File: src/hdl/pbr_pkg.sv
// Shared types and constants for the page buffer replacement block.
package pbr_pkg;

  localparam logic [1:0] POL_LRU   = 2'd0;
  localparam logic [1:0] POL_FIFO  = 2'd1;
  localparam logic [1:0] POL_CLOCK = 2'd2;
  localparam logic [1:0] POL_MRU   = 2'd3;

  typedef struct packed {
    logic [15:0] page_id;
    logic        dirty_in;
    logic        backing_found;
  } pbr_in_t;

  typedef struct packed {
    logic        hit;
    logic        not_found;
    logic        evicted;
    logic [15:0] evicted_page;
    logic        evicted_dirty;
    logic [31:0] hit_count;
    logic [31:0] miss_count;
  } pbr_out_t;

  // controller -> datapath
  typedef struct packed {
    logic load;      // capture request and run the slot search
    logic hit_upd;   // apply hit bookkeeping
    logic miss_cnt;  // bump miss counter
    logic pick;      // resolve non-clock victim
    logic sweep;     // one clock-hand step
    logic remove;    // evict victim and compact
    logic append;    // insert new page
    logic emit;      // drive result strobe
  } pbr_cmd_t;

  // datapath -> controller
  typedef struct packed {
    logic hit;
    logic found;
    logic full;
    logic is_clock;
    logic sweep_done;
  } pbr_sts_t;

endpackage

File: src/hdl/pbr_datapath.sv
// Slot store, search, victim selection, compaction and counters.
module pbr_datapath #(
  parameter int SLOTS = 8
) (
  input  logic              clk,
  input  logic              rst_n,
  input  logic [1:0]        policy,
  input  pbr_pkg::pbr_in_t  req,
  input  pbr_pkg::pbr_cmd_t cmd,
  output pbr_pkg::pbr_sts_t sts,
  output logic              out_valid,
  output pbr_pkg::pbr_out_t out_data
);
  import pbr_pkg::*;

  localparam int IW = (SLOTS > 1) ? $clog2(SLOTS) : 1;
  localparam int FW = $clog2(SLOTS + 1);
  localparam logic [FW-1:0] FULL = FW'(SLOTS);

  logic [15:0]   page_r [SLOTS];
  logic          dirty_r [SLOTS];
  logic [SLOTS-1:0] ref_r, ref_nxt;
  logic [IW-1:0] rec_r [SLOTS];
  logic [IW-1:0] arr_r [SLOTS];
  logic [15:0]   page_nxt [SLOTS];
  logic          dirty_nxt [SLOTS];
  logic [IW-1:0] rec_nxt [SLOTS];
  logic [IW-1:0] arr_nxt [SLOTS];
  logic [FW-1:0] fill_r, fill_nxt;
  logic [IW-1:0] hand_r, hand_nxt;
  logic [31:0]   hits_r, hits_nxt, miss_r, miss_nxt;
  pbr_in_t       req_r;
  logic          hit_r, found_r;
  logic [IW-1:0] idx_r, vic_r, vic_nxt;
  logic          sdone_r, sdone_nxt;
  logic          ovalid_r;
  pbr_out_t      out_r, out_nxt;

  // parallel search
  logic          m_hit;
  logic [IW-1:0] m_idx;
  always_comb begin
    m_hit = 1'b0;
    m_idx = '0;
    for (int k = SLOTS - 1; k >= 0; k--) begin
      if (FW'(k) < fill_r && page_r[k] == req.page_id) begin
        m_hit = 1'b1;
        m_idx = IW'(k);
      end
    end
  end

  // rank lookup for LRU / MRU / FIFO
  logic [IW-1:0] want, pick_idx;
  always_comb begin
    priority case (policy)
      POL_LRU:  want = IW'(fill_r - FW'(1));
      POL_FIFO: want = '0;
      default:  want = '0;
    endcase
    pick_idx = '0;
    for (int k = SLOTS - 1; k >= 0; k--) begin
      if (FW'(k) < fill_r &&
          (policy == POL_FIFO ? arr_r[k] : rec_r[k]) == want)
        pick_idx = IW'(k);
    end
  end

  logic [IW-1:0] hand_inc;
  assign hand_inc = (hand_r == IW'(SLOTS - 1)) ? '0 : hand_r + IW'(1);

  assign sts.hit        = hit_r;
  assign sts.found      = found_r;
  assign sts.full       = (fill_r == FULL);
  assign sts.is_clock   = (policy == POL_CLOCK);
  assign sts.sweep_done = sdone_r;

  always_comb begin
    page_nxt  = page_r;
    dirty_nxt = dirty_r;
    rec_nxt   = rec_r;
    arr_nxt   = arr_r;
    ref_nxt   = ref_r;
    fill_nxt  = fill_r;
    hand_nxt  = hand_r;
    hits_nxt  = hits_r;
    miss_nxt  = miss_r;
    vic_nxt   = vic_r;
    sdone_nxt = sdone_r;
    out_nxt   = out_r;
    if (cmd.load) begin
      sdone_nxt = 1'b0;
      out_nxt   = '0;
    end
    if (cmd.hit_upd) begin
      hits_nxt = hits_r + 32'd1;
      for (int k = 0; k < SLOTS; k++)
        if (FW'(k) < fill_r && rec_r[k] < rec_r[idx_r]) rec_nxt[k] = rec_r[k] + IW'(1);
      rec_nxt[idx_r] = '0;
      if (policy == POL_CLOCK) ref_nxt[idx_r] = 1'b1;
      out_nxt.hit = 1'b1;
    end
    if (cmd.miss_cnt) begin
      miss_nxt = miss_r + 32'd1;
      out_nxt.not_found = ~found_r;
    end
    if (cmd.pick) begin
      vic_nxt   = pick_idx;
      sdone_nxt = 1'b1;
    end
    if (cmd.sweep) begin
      hand_nxt = hand_inc;
      if (!ref_r[hand_r]) begin
        vic_nxt   = hand_r;
        sdone_nxt = 1'b1;
      end else begin
        ref_nxt[hand_r] = 1'b0;
      end
    end
    if (cmd.remove) begin
      out_nxt.evicted       = 1'b1;
      out_nxt.evicted_page  = page_r[vic_r];
      out_nxt.evicted_dirty = dirty_r[vic_r];
      if (policy == POL_CLOCK) begin
        if (hand_r > vic_r) hand_nxt = hand_r - IW'(1);
        else if (FW'(hand_r) == fill_r - FW'(1)) hand_nxt = '0;
      end
      for (int k = 0; k < SLOTS; k++) begin
        if (rec_r[k] > rec_r[vic_r]) rec_nxt[k] = rec_r[k] - IW'(1);
        if (arr_r[k] > arr_r[vic_r]) arr_nxt[k] = arr_r[k] - IW'(1);
      end
      for (int k = 0; k < SLOTS - 1; k++) begin
        if (IW'(k) >= vic_r) begin
          page_nxt[k]  = page_r[k+1];
          dirty_nxt[k] = dirty_r[k+1];
          ref_nxt[k]   = ref_r[k+1];
          rec_nxt[k]   = (rec_r[k+1] > rec_r[vic_r]) ? rec_r[k+1] - IW'(1) : rec_r[k+1];
          arr_nxt[k]   = (arr_r[k+1] > arr_r[vic_r]) ? arr_r[k+1] - IW'(1) : arr_r[k+1];
        end
      end
      ref_nxt[SLOTS-1] = 1'b0;
      fill_nxt = fill_r - FW'(1);
    end
    if (cmd.append) begin
      for (int k = 0; k < SLOTS; k++)
        if (FW'(k) < fill_r) rec_nxt[k] = rec_r[k] + IW'(1);
      page_nxt[IW'(fill_r)]  = req_r.page_id;
      dirty_nxt[IW'(fill_r)] = req_r.dirty_in;
      ref_nxt[IW'(fill_r)]   = 1'b1;
      rec_nxt[IW'(fill_r)]   = '0;
      arr_nxt[IW'(fill_r)]   = IW'(fill_r);
      fill_nxt = fill_r + FW'(1);
    end
    out_nxt.hit_count  = hits_nxt;
    out_nxt.miss_count = miss_nxt;
  end

  always_ff @(posedge clk) begin
    page_r  <= page_nxt;
    dirty_r <= dirty_nxt;
    rec_r   <= rec_nxt;
    arr_r   <= arr_nxt;
    vic_r   <= vic_nxt;
    out_r   <= out_nxt;
    if (cmd.load) begin
      req_r   <= req;
      hit_r   <= m_hit;
      idx_r   <= m_idx;
      found_r <= req.backing_found;
    end
    if (!rst_n) begin
      ref_r    <= '0;
      fill_r   <= '0;
      hand_r   <= '0;
      hits_r   <= '0;
      miss_r   <= '0;
      sdone_r  <= 1'b0;
      ovalid_r <= 1'b0;
    end else begin
      ref_r    <= ref_nxt;
      fill_r   <= fill_nxt;
      hand_r   <= hand_nxt;
      hits_r   <= hits_nxt;
      miss_r   <= miss_nxt;
      sdone_r  <= sdone_nxt;
      ovalid_r <= cmd.emit;
    end
  end

  assign out_valid = ovalid_r;
  assign out_data  = out_r;

endmodule

File: src/hdl/pbr_ctrl.sv
// Request sequencer for the page buffer replacement block.
module pbr_ctrl (
  input  logic              clk,
  input  logic              rst_n,
  input  logic              start,
  output logic              busy,
  input  pbr_pkg::pbr_sts_t sts,
  output pbr_pkg::pbr_cmd_t cmd
);
  import pbr_pkg::*;

  typedef enum logic [5:0] {
    S_IDLE   = 6'b000001,
    S_DECIDE = 6'b000010,
    S_VICTIM = 6'b000100,
    S_REMOVE = 6'b001000,
    S_APPEND = 6'b010000,
    S_DONE   = 6'b100000
  } state_t;

  state_t state_r, state_nxt;

  assign busy = (state_r != S_IDLE);

  always_comb begin
    cmd       = '0;
    state_nxt = state_r;
    unique case (state_r)
      S_IDLE: begin
        if (start) begin
          cmd.load  = 1'b1;
          state_nxt = S_DECIDE;
        end
      end
      S_DECIDE: begin
        if (sts.hit) begin
          cmd.hit_upd = 1'b1;
          state_nxt   = S_DONE;
        end else begin
          cmd.miss_cnt = 1'b1;
          if (!sts.found) state_nxt = S_DONE;
          else if (sts.full) state_nxt = S_VICTIM;
          else state_nxt = S_APPEND;
        end
      end
      S_VICTIM: begin
        // clock sweep takes one slot per cycle
        if (sts.sweep_done) state_nxt = S_REMOVE;
        else if (sts.is_clock) cmd.sweep = 1'b1;
        else cmd.pick = 1'b1;
      end
      S_REMOVE: begin
        cmd.remove = 1'b1;
        state_nxt  = S_APPEND;
      end
      S_APPEND: begin
        cmd.append = 1'b1;
        state_nxt  = S_DONE;
      end
      S_DONE: begin
        cmd.emit  = 1'b1;
        state_nxt = S_IDLE;
      end
      default: state_nxt = S_IDLE;
    endcase
  end

  always_ff @(posedge clk) begin
    if (!rst_n) state_r <= S_IDLE;
    else        state_r <= state_nxt;
  end

endmodule

File: src/hdl/page_buffer_replacement.sv
// Page buffer replacement: one request at a time. After start is taken, a hit or an
// absent page goes straight to the result; a miss with insert appends the page first;
// with eviction it picks a victim (LRU/FIFO/MRU) or sweeps one slot per cycle (CLOCK),
// then removes the victim and appends. busy drops in the cycle of the result strobe.
// out_valid lasts one cycle and cannot be stalled; capture it then.
module page_buffer_replacement #(
  parameter int SLOTS = 8
) (
  input  logic             clk,
  input  logic             rst_n,
  input  logic             start,
  output logic             busy,
  input  pbr_pkg::pbr_in_t in_data,
  output logic             out_valid,
  output pbr_pkg::pbr_out_t out_data,
  input  logic             cfg_we,
  input  logic [1:0]       cfg_data
);
  import pbr_pkg::*;

  logic [1:0] policy_r;
  pbr_cmd_t   cmd;
  pbr_sts_t   sts;

  always_ff @(posedge clk) begin
    if (!rst_n) policy_r <= POL_LRU;
    else if (cfg_we) policy_r <= cfg_data;
  end

  pbr_ctrl u_ctrl (
    .clk(clk), .rst_n(rst_n), .start(start), .busy(busy), .sts(sts), .cmd(cmd)
  );

  pbr_datapath #(.SLOTS(SLOTS)) u_dp (
    .clk(clk), .rst_n(rst_n), .policy(policy_r), .req(in_data), .cmd(cmd),
    .sts(sts), .out_valid(out_valid), .out_data(out_data)
  );

endmodule

File: config.mk
export PLATFORM = sky130hd
export DESIGN_NAME = page_buffer_replacement
export DESIGN_NICKNAME = d
export VERILOG_FILES = /design/src/hdl/pbr_pkg.sv /design/src/hdl/pbr_datapath.sv /design/src/hdl/pbr_ctrl.sv /design/src/hdl/page_buffer_replacement.sv
export SDC_FILE = /design/constraint.sdc
export NUM_CORES = 1
export LEC_CHECK = 0
export BUFFER_PORTS_ARGS = -buffer_cell sky130_fd_sc_hd__clkbuf_2
export CAP_MARGIN = 20
export CORE_ASPECT_RATIO = 1.4
export CORE_MARGIN = 2
export CORE_UTILIZATION = 60
export CTS_CLUSTER_DIAMETER = 200
export DETAILED_ROUTE_END_ITERATION = 10
export PLACE_DENSITY_LB_ADDON = 0.12
export SLEW_MARGIN = 15
export SYNTH_ARGS = -nofsm -noshare
export SYNTH_HDL_FRONTEND = slang
export SYNTH_SLANG_ARGS = --single-unit
File: constraint.sdc
create_clock -name clk -period 5.7 [get_ports clk]
set_input_delay 1.14 -clock clk [delete_from_list [all_inputs] [get_ports clk]]
set_output_delay 1.14 -clock clk [all_outputs]
set_load 0.03 [all_outputs]
# After elaboration in Yosys (flattened, before gate mapping)
# Index checks and enable logic that the tools add are counted.
# totals
ff_bits	382
in_bits	24
output_inout_bits	86
# classes
n_addsub	30
order_cmp	51
eq_ne	30
n_mux	202
n_bitwise	12
n_reduce_logical	37
# op_table
cell	n
$mux W3	107
$mux W16	10
$bwmux W128	1
$eq A16 B16 Y1	8
$mux W128	1
$mux W24	5
$mux W112	1
$mux W83	1
$add A32 B1 Y32 const B	2
$mux W32	2
$mux W8	7
$gt A3 B3 Y1	17
$sub A3 B1 Y3 const B	17
$and A24 B24 Y24	2
$bmux W16 S3	1
$demux W16 S3	1
$not A24 Y24	2
$mux W1	37
$pmux W6 S5	1
$logic_and A1 B1 Y1	29
$add A3 B1 Y3 const B	9
$bmux W3 S3	3
$bwmux W24	1
$eq A3 B3 Y1	8
48 further kinds	89

# Logic depth before layout (Yosys ltp)
# Gate-level depths: netlist (run 1).
# logic_depth
ltp_word	17
depth_mapped	14

# Hierarchy
# Synthesis (run 1) repeated with hierarchy kept, for this count alone.
# hier_totals
hier_cells	2475
hier_area_um2	21818.4
# by_module_without_submodules
mod	instances	cells_each	area_per_inst_um2	seq_area_each_um2
pbr_datapath	1	2420	21349.2	8057.7
pbr_ctrl	1	49	396.6	120.1
page_buffer_replacement	1	6	72.6	40.0

# Worst setup path before layout (run 1)
# No wires, ideal clock.
# synth_timing
kind	reg-to-reg
startpoint	register u_dp.vic_r[0]
endpoint	register u_dp.rec_r[11] (netlist name)
setup_ps	74
arrival_ps	4179
required_ps	5626
path_slack_ps	1446
stages_incl_launch_ff	14
path_buffers	3
cell_sequence	dfxtp_1 buf_1 clkbuf_1 clkbuf_1 mux4_2 mux2i_1 ha_1 nor2b_1 o21a_1 o21ai_1 nor4_1 a211o_1 or4_1 o21ai_0
# synth_rtl
item	line_no	text
start, declared	pbr_datapath.sv:34	logic [IW-1:0] idx_r, vic_r, vic_nxt;
start signal, assigned	pbr_datapath.sv:163	vic_r <= vic_nxt;
end signal, assigned	pbr_datapath.sv:161	rec_r <= rec_nxt;
end, declared	pbr_datapath.sv:23	logic [IW-1:0] rec_r [SLOTS];

==> reports/metrics.cfg, run 1 <==
[global_routing]
antenna_found_initial=0
grt_max_degree=86
grt_pass1_wl_mm=106
grt.overflow.total=0
grt_pass1_vias=18729
grt.total_usage_pct=36.3

[detailed_routing]
first_pass_iters=8
wl_mm=69.3
num_vias=19199
postRouteAntennaNets=0
post_drt_wl_per_cell_um=23.4
vias_per_cell=6.49
first_iter_violations=1728
drcViolationCount=0

[worst_setup_path]
cp_max_fo=44
worst_path_largest_cell_delay_ns=0.72
criticalPathCategory=reg -> reg
worstPathArrival_ns=4.73
crit_required_ns=6.15
startpoint_type=register
end_kind=register
crit_chain=buf_4 > mux4_2 > mux2i_1 > ha_1 > a32oi_1 > nor2_1 > a211oi_1 > a21oi_1 > a221oi_1
critical_path.slowest_cell=buf_4

[timing]
slew_headroom_pct=23.6
max_freq_ghz=0.234
fin_skew_ns=0.0214
worst_pin_slew_ns=1.14
whs_ns=0.446
setup_viol_count_final=0
rsz0062_at_grt=no
setup_ws_ns=1.42
min_period_ns=4.28
fin_setup_tns_ns=0
timing.final.crit_share_pct=75.1
finalHoldViolCount=0
drv_slew=0

[layout]
final_nets=2591
drive_gt1_share_pct=11.8
n_antenna_cell=0
area_growth_pct=10.1
stdcell_count=2959

[synthesis]
synth_top_area_cell=dfxtp_1
synth_top_area_share_pct=29.8
synth_nets=2545
synthTopCellsByArea=dfxtp_1, edfxtp_1, mux2i_1
netlist_area_um2=21800
synth-edff-count=57
synth_seq_area_share_pct=37.7
synth-main-ff-cell=dfxtp_1
avgSynthCellArea_um2=9.01
yosysWarnings=0
synth_cells=2421
synth_cell_types=81
synthArstFlopShare_pct=0
synth_seq_cells=382

[die]
core_um2=35800
initial_core_util_pct=60.9
rows=82
die_w_um=165
die_h_um=230
die_area_um2=37900
ios=110

[clock_tree]
cts_root_buf=clkbuf_16
cts_setup_buffers=0
cts.sinks=382
cts_buffer_depth=3
h-tree-depth=2
cts_tree=done
hold_buffers=0
cts.repair.resized=0
numCtsBuffers=39
clk_pin_slew_ns=0.07
clk_latency_ns=0.56

[place]
io_buffers=109
gp_congestion=1.03
dp.cells=2886
place_hpwl_mm=47.9
place_ws_ns=1.51

[run]
cap_violations=0

[run_status]
status=complete, no violations

[power_and_ir_drop]
power.total_mw=6.02
p_leak_nw=9.33
power_density_nw_per_um2=251
peakVddDrop_uv=266

[min_path]
hold_class=reg -> reg

==> cells in the mapped netlist, drive strengths merged (8+ instances only) <==
master,n
dfxtp,325
nand2,277
o21ai,173
nor2,151
xnor2,140
mux2i,135
a21oi,108
xor2,107
clkbuf,104
ha,100
inv,76
and2,73
nand3,67
edfxtp,57
nor3,56
mux4,45
a31oi,41
buf,37
nand4,34
nor4,28
and3,26
nor2b,25
o22ai,21
o211ai,19
a211oi,17
a221oi,16
nand2b,14
o21a,14
or3,13
a21boi,10
a32oi,10
a22oi,9
o221ai,8
==> layout make-up <==
type	instances	area (um^2)
Tap cell	462	578
Clock inverter	18	228
Timing Repair Buffer	146	821
Sequential cell	382	8220
Inverter	76	285
Multi-Input combinational cell	1822	12800
Clock buffer	53	1070
Fill cell	2922	11800
==> worst paths after layout <==
| check | startpoint | to | slack, ns | cells after the start |
|---|---|---|---|---|
| worst max-delay path | u_dp.vic_r[0] | u_dp.arr_r[7] | 1.42 | 9 |
| worst min-delay path | u_dp.hits_r[31] | u_dp.out_data[63] | 0.45 | 1 |
| worst max register to register | u_dp.vic_r[0] | u_dp.arr_r[7] | 1.42 | 9 |
| worst min register to register | u_dp.hits_r[31] | u_dp.out_data[63] | 0.45 | 1 |
==> sequential cells by signal, summed over array words and instances (netlist names), named ones only <==
name,cells
u_dp.miss_r,32
u_dp.page_r,112
u_dp.req_r,17
u_ctrl.state_r,6
u_dp.sdone_r,1
policy_r,2
u_dp.fill_r,4
u_dp.hit_r,1
u_dp.out_data,84
u_dp.dirty_r,7
u_dp.ref_r,8
u_dp.arr_r,24
u_dp.rec_r,24
u_dp.vic_r,3
u_dp.hits_r,32
u_dp.out_valid,1
u_dp.hand_r,3
u_dp.idx_r,3
u_dp.found_r,1
==> worst max-delay path, delay by kind of cell (launching register included) <==
kind | cells | cell delay (ns)
muxes | 2 | 1.29
AOI/OAI and AO/OA | 4 | 1.17
buffers and inverters | 1 | 0.72
DFF | 1 | 0.50
adders and majority gates | 1 | 0.39
and+or+nand+nor | 1 | 0.09
==> power by group <==
part / internal [mW] / switching (mW) / leakage, nW
combinational: 0.191 / 0.325 / 5.55
sequential: 2.78 / 0.0782 / 3.16
clock: 1.52 / 1.13 / 0.621
==> stage by stage <==
step / util, % / instance area [um^2]
6_report: 67.0 / 24000
5_1_grt: 67.0 / 24000
4_1_cts: 67.0 / 24000
3_3_place_gp: 63.4 / 22700
2_1_floorplan: - / 21800
3_5_place_dp: 63.4 / 22700
==> routing by layer <==
layer  GRT usage [%]  routed length (um)  up-vias  share of wire, %
met5               0                   0        -                 0
li1                -                   -     8742                 -
met1            40.4               24500     9122                35
met4            27.3                6220        0               9.0
met3            6.32                5310      342               7.7
met2            61.2               33200      993                48
==> cell usage in the layout, fill, tap and decap left out, types with 14 or more instances in the layout <==
cell	n
nand2_1	277
a21oi_1	108
xnor2_1	139
o211ai_1	19
and2_1	73
mux2i_1	135
nand2b_1	14
edfxtp_1	57
nor2b_1	25
and3_1	26
a31oi_1	41
nand3_1	64
mux4_2	45
nand4_1	34
a221oi_1	16
clkbuf_2	110
nor2_1	144
a211oi_1	17
inv_1	75
xor2_1	107
ha_1	100
o22ai_1	21
o21ai_0	169
nor4_1	27
buf_4	36
dfxtp_1	322
clkbuf_16	40
nor3_1	50
o21a_1	14
==> logic make-up after synthesis <==
logic type,after synthesis,synth area share [%]
AND/OR/NAND/NOR,797,17.8
AO/OA/AOI/OAI,495,14.0
flip-flops,382,37.7
XOR/XNOR,247,9.96
buffers and inverters,217,3.86
multiplexers,183,11.0
adder cells (fa/ha/maj),100,5.74
(Power assumes the default switching activity.)
==> run 2, diff against run 1 <==
==> constraint.sdc (replaced) <==
create_clock -name clk -period 4.15 [get_ports clk]
set_input_delay 0.83 -clock clk [delete_from_list [all_inputs] [get_ports clk]]
set_output_delay 0.83 -clock clk [all_outputs]
set_load 0.03 [all_outputs]
==> run 2 against run 1 <==
Worst hold slack improved by 0.0059 ns. Sequential cell count unchanged. Critical path depth increased by 2. Global-route usage increased by 1.9 points. Register-to-register slack got worse by 0.97 ns. Highest routed layer is now met5. Non-clock buffer count increased by 44. Largest cell class unchanged. Combinational power increased by 48%.
==> reports/metrics.cfg, run 2 (synthesized netlist as in run 1, its figures left out) <==
[place]
place_hpwl_mm=51.7  ; +7.8%
io_buffers=109  ; unchanged
gp_congestion=1.06  ; +3.4%
placed_area_um2=23000  ; +1.5%

[layout]
final_nets=2635  ; +1.7%
drive_gt1_share_pct=13.5  ; +1.8 points
final_common_cell=dfxtp_1
largest-register=u_dp.page_r
final_cell_mix=dfxtp_1, nand2_1, o21ai_0, nor2_1, xnor2_1
largest_reg_flops=112  ; unchanged
n_antenna_cell=0  ; unchanged
area_growth_pct=11.7
final_area_um2=24400  ; +1.4%

[worst_setup_path]
rrSetupSlack_ns=0.45  ; -0.97 ns
criticalPathCategory=reg -> reg
crit_end=u_dp.rec_r[23]
critPathLaunch=u_dp.idx_r[0]
worstPathArrival_ns=4.17  ; -0.56 ns
r2r_cells=11  ; +2
crit_required_ns=4.62  ; -1.53 ns
end_kind=register
timing.rr.end=u_dp.rec_r[23]
cp_max_fo=10  ; -77%
startpoint_type=register
r2r-start=u_dp.idx_r[0]

[detailed_routing]
vias_per_cell=6.46  ; -0.48%
first_pass_iters=6  ; -2
postRouteAntennaNets=0  ; unchanged
drcViolationCount=0  ; unchanged
num_vias=19391  ; +1.0%
first_iter_violations=2047  ; +18%
post_drt_wl_per_cell_um=24.3  ; +3.9%
wl_mm=73.0  ; +5.4%

[die]
die_w_um=165  ; unchanged
die_area_um2=37900  ; unchanged
initial_core_util_pct=60.9  ; unchanged
die_h_um=230  ; unchanged
core_um2=35800  ; unchanged
rows=82  ; unchanged
ios=110  ; unchanged

[clock_tree]
cts_root_buf=clkbuf_16
hold_buffers=0  ; unchanged
numCtsBuffers=39  ; unchanged
cts_tree=done
h-tree-depth=2  ; unchanged
cts.sinks=382  ; unchanged
cts_buffer_depth=3  ; unchanged
cts.repair.resized=0  ; unchanged
clk_pin_slew_ns=0.06  ; about the same
cts_setup_buffers=0  ; unchanged
clk_latency_ns=0.56  ; about the same

[timing]
rsz0062_at_grt=no
finalHoldViolCount=0  ; unchanged
slew_headroom_pct=29.7  ; +6.1 points
drv_slew=0  ; unchanged
timing.final.crit_share_pct=89.1  ; +14 points
worst_pin_slew_ns=1.05  ; -0.0966 ns
min_period_ns=3.70  ; -0.584 ns
fin_setup_tns_ns=0  ; unchanged
max_freq_ghz=0.270  ; +16%
setup_viol_count_final=0  ; unchanged
fin_skew_ns=0.0126  ; -0.00880 ns

[run]
cap_violations=0  ; unchanged

[global_routing]
grt.overflow.total=0  ; unchanged
grt_pass1_vias=18916  ; +1.0%
grt_max_degree=53  ; -38%
grt_pass1_wl_mm=110  ; +4.2%
antenna_found_initial=1  ; +1
grt.total_usage_pct=38.2  ; +1.9 points

[power_and_ir_drop]
p_leak_nw=9.57  ; +2.5%
power.total_mw=8.26  ; +37%
power_density_nw_per_um2=339  ; +35%
peakVddDrop_uv=395  ; +48%

[run_status]
status=complete, no violations

[min_path]
hold_class=in -> reg

## run 2: worst min path at each step
stage,from,end,slack [ns],cells after the start
floorplan,u_dp.miss_r[31],u_dp.out_data[31],0.42,1
global placement,u_dp.hits_r[31],u_dp.out_data[63],0.43,1
detailed placement,u_dp.hits_r[31],u_dp.out_data[63],0.44,1
CTS,in_data[1],u_dp.req_r[1],0.45,1
global route,in_data[1],u_dp.req_r[1],0.44,1
finish,in_data[1],u_dp.req_r[1],0.45,1
## run 2: routing by layer
metal,vias to the layer above,wire [um],global-route usage [%]
li1,8830,-,-
met1,9245,25800,43.4
met2,1025,35200,64.0
met3,289,5790,6.30
met4,2,6190,28.1
met5,-,16,0
## run 2: power breakdown
group          switching (mW)  internal (mW)
combinational           0.480          0.282
sequential             0.0936           3.82
clock                    1.58           2.01
total                    2.15           6.11
## run 2: final cells by class
cell class | instances | area, um^2
clock buffer | 55 | 1140
tap | 462 | 578
inverter | 76 | 285
timing repair buffer | 190 | 1180
clock inverter | 16 | 165
multi-input combinational | 1822 | 12800
sequential | 382 | 8220
fill | 2942 | 11500
## run 2: worst max-delay path, cell delays in order (launching register included)
cell and delay, ns:
edfxtp_1 0.65, buf_4 0.29, mux2i_1 0.34, o22ai_1 0.22, nor2_1 0.50, ha_1 0.25, nand4b_1 0.15, nor4_1 0.06
or3_1 0.46, nand2_1 0.11, mux2_2 0.32, a221oi_1 0.24
## run 2: per-stage QoR
step	hold WS (ns)	worst slack, ns	std cells	utilization (%)
detailed placement	0.436	0.551	2932	64.4
global route	0.441	0.308	3003	68.0
CTS	0.446	0.513	3003	68.0
floorplan	0.420	0.0574	2421	-
global placement	0.429	0.225	2932	64.4
finish	0.452	0.451	3003	68.0
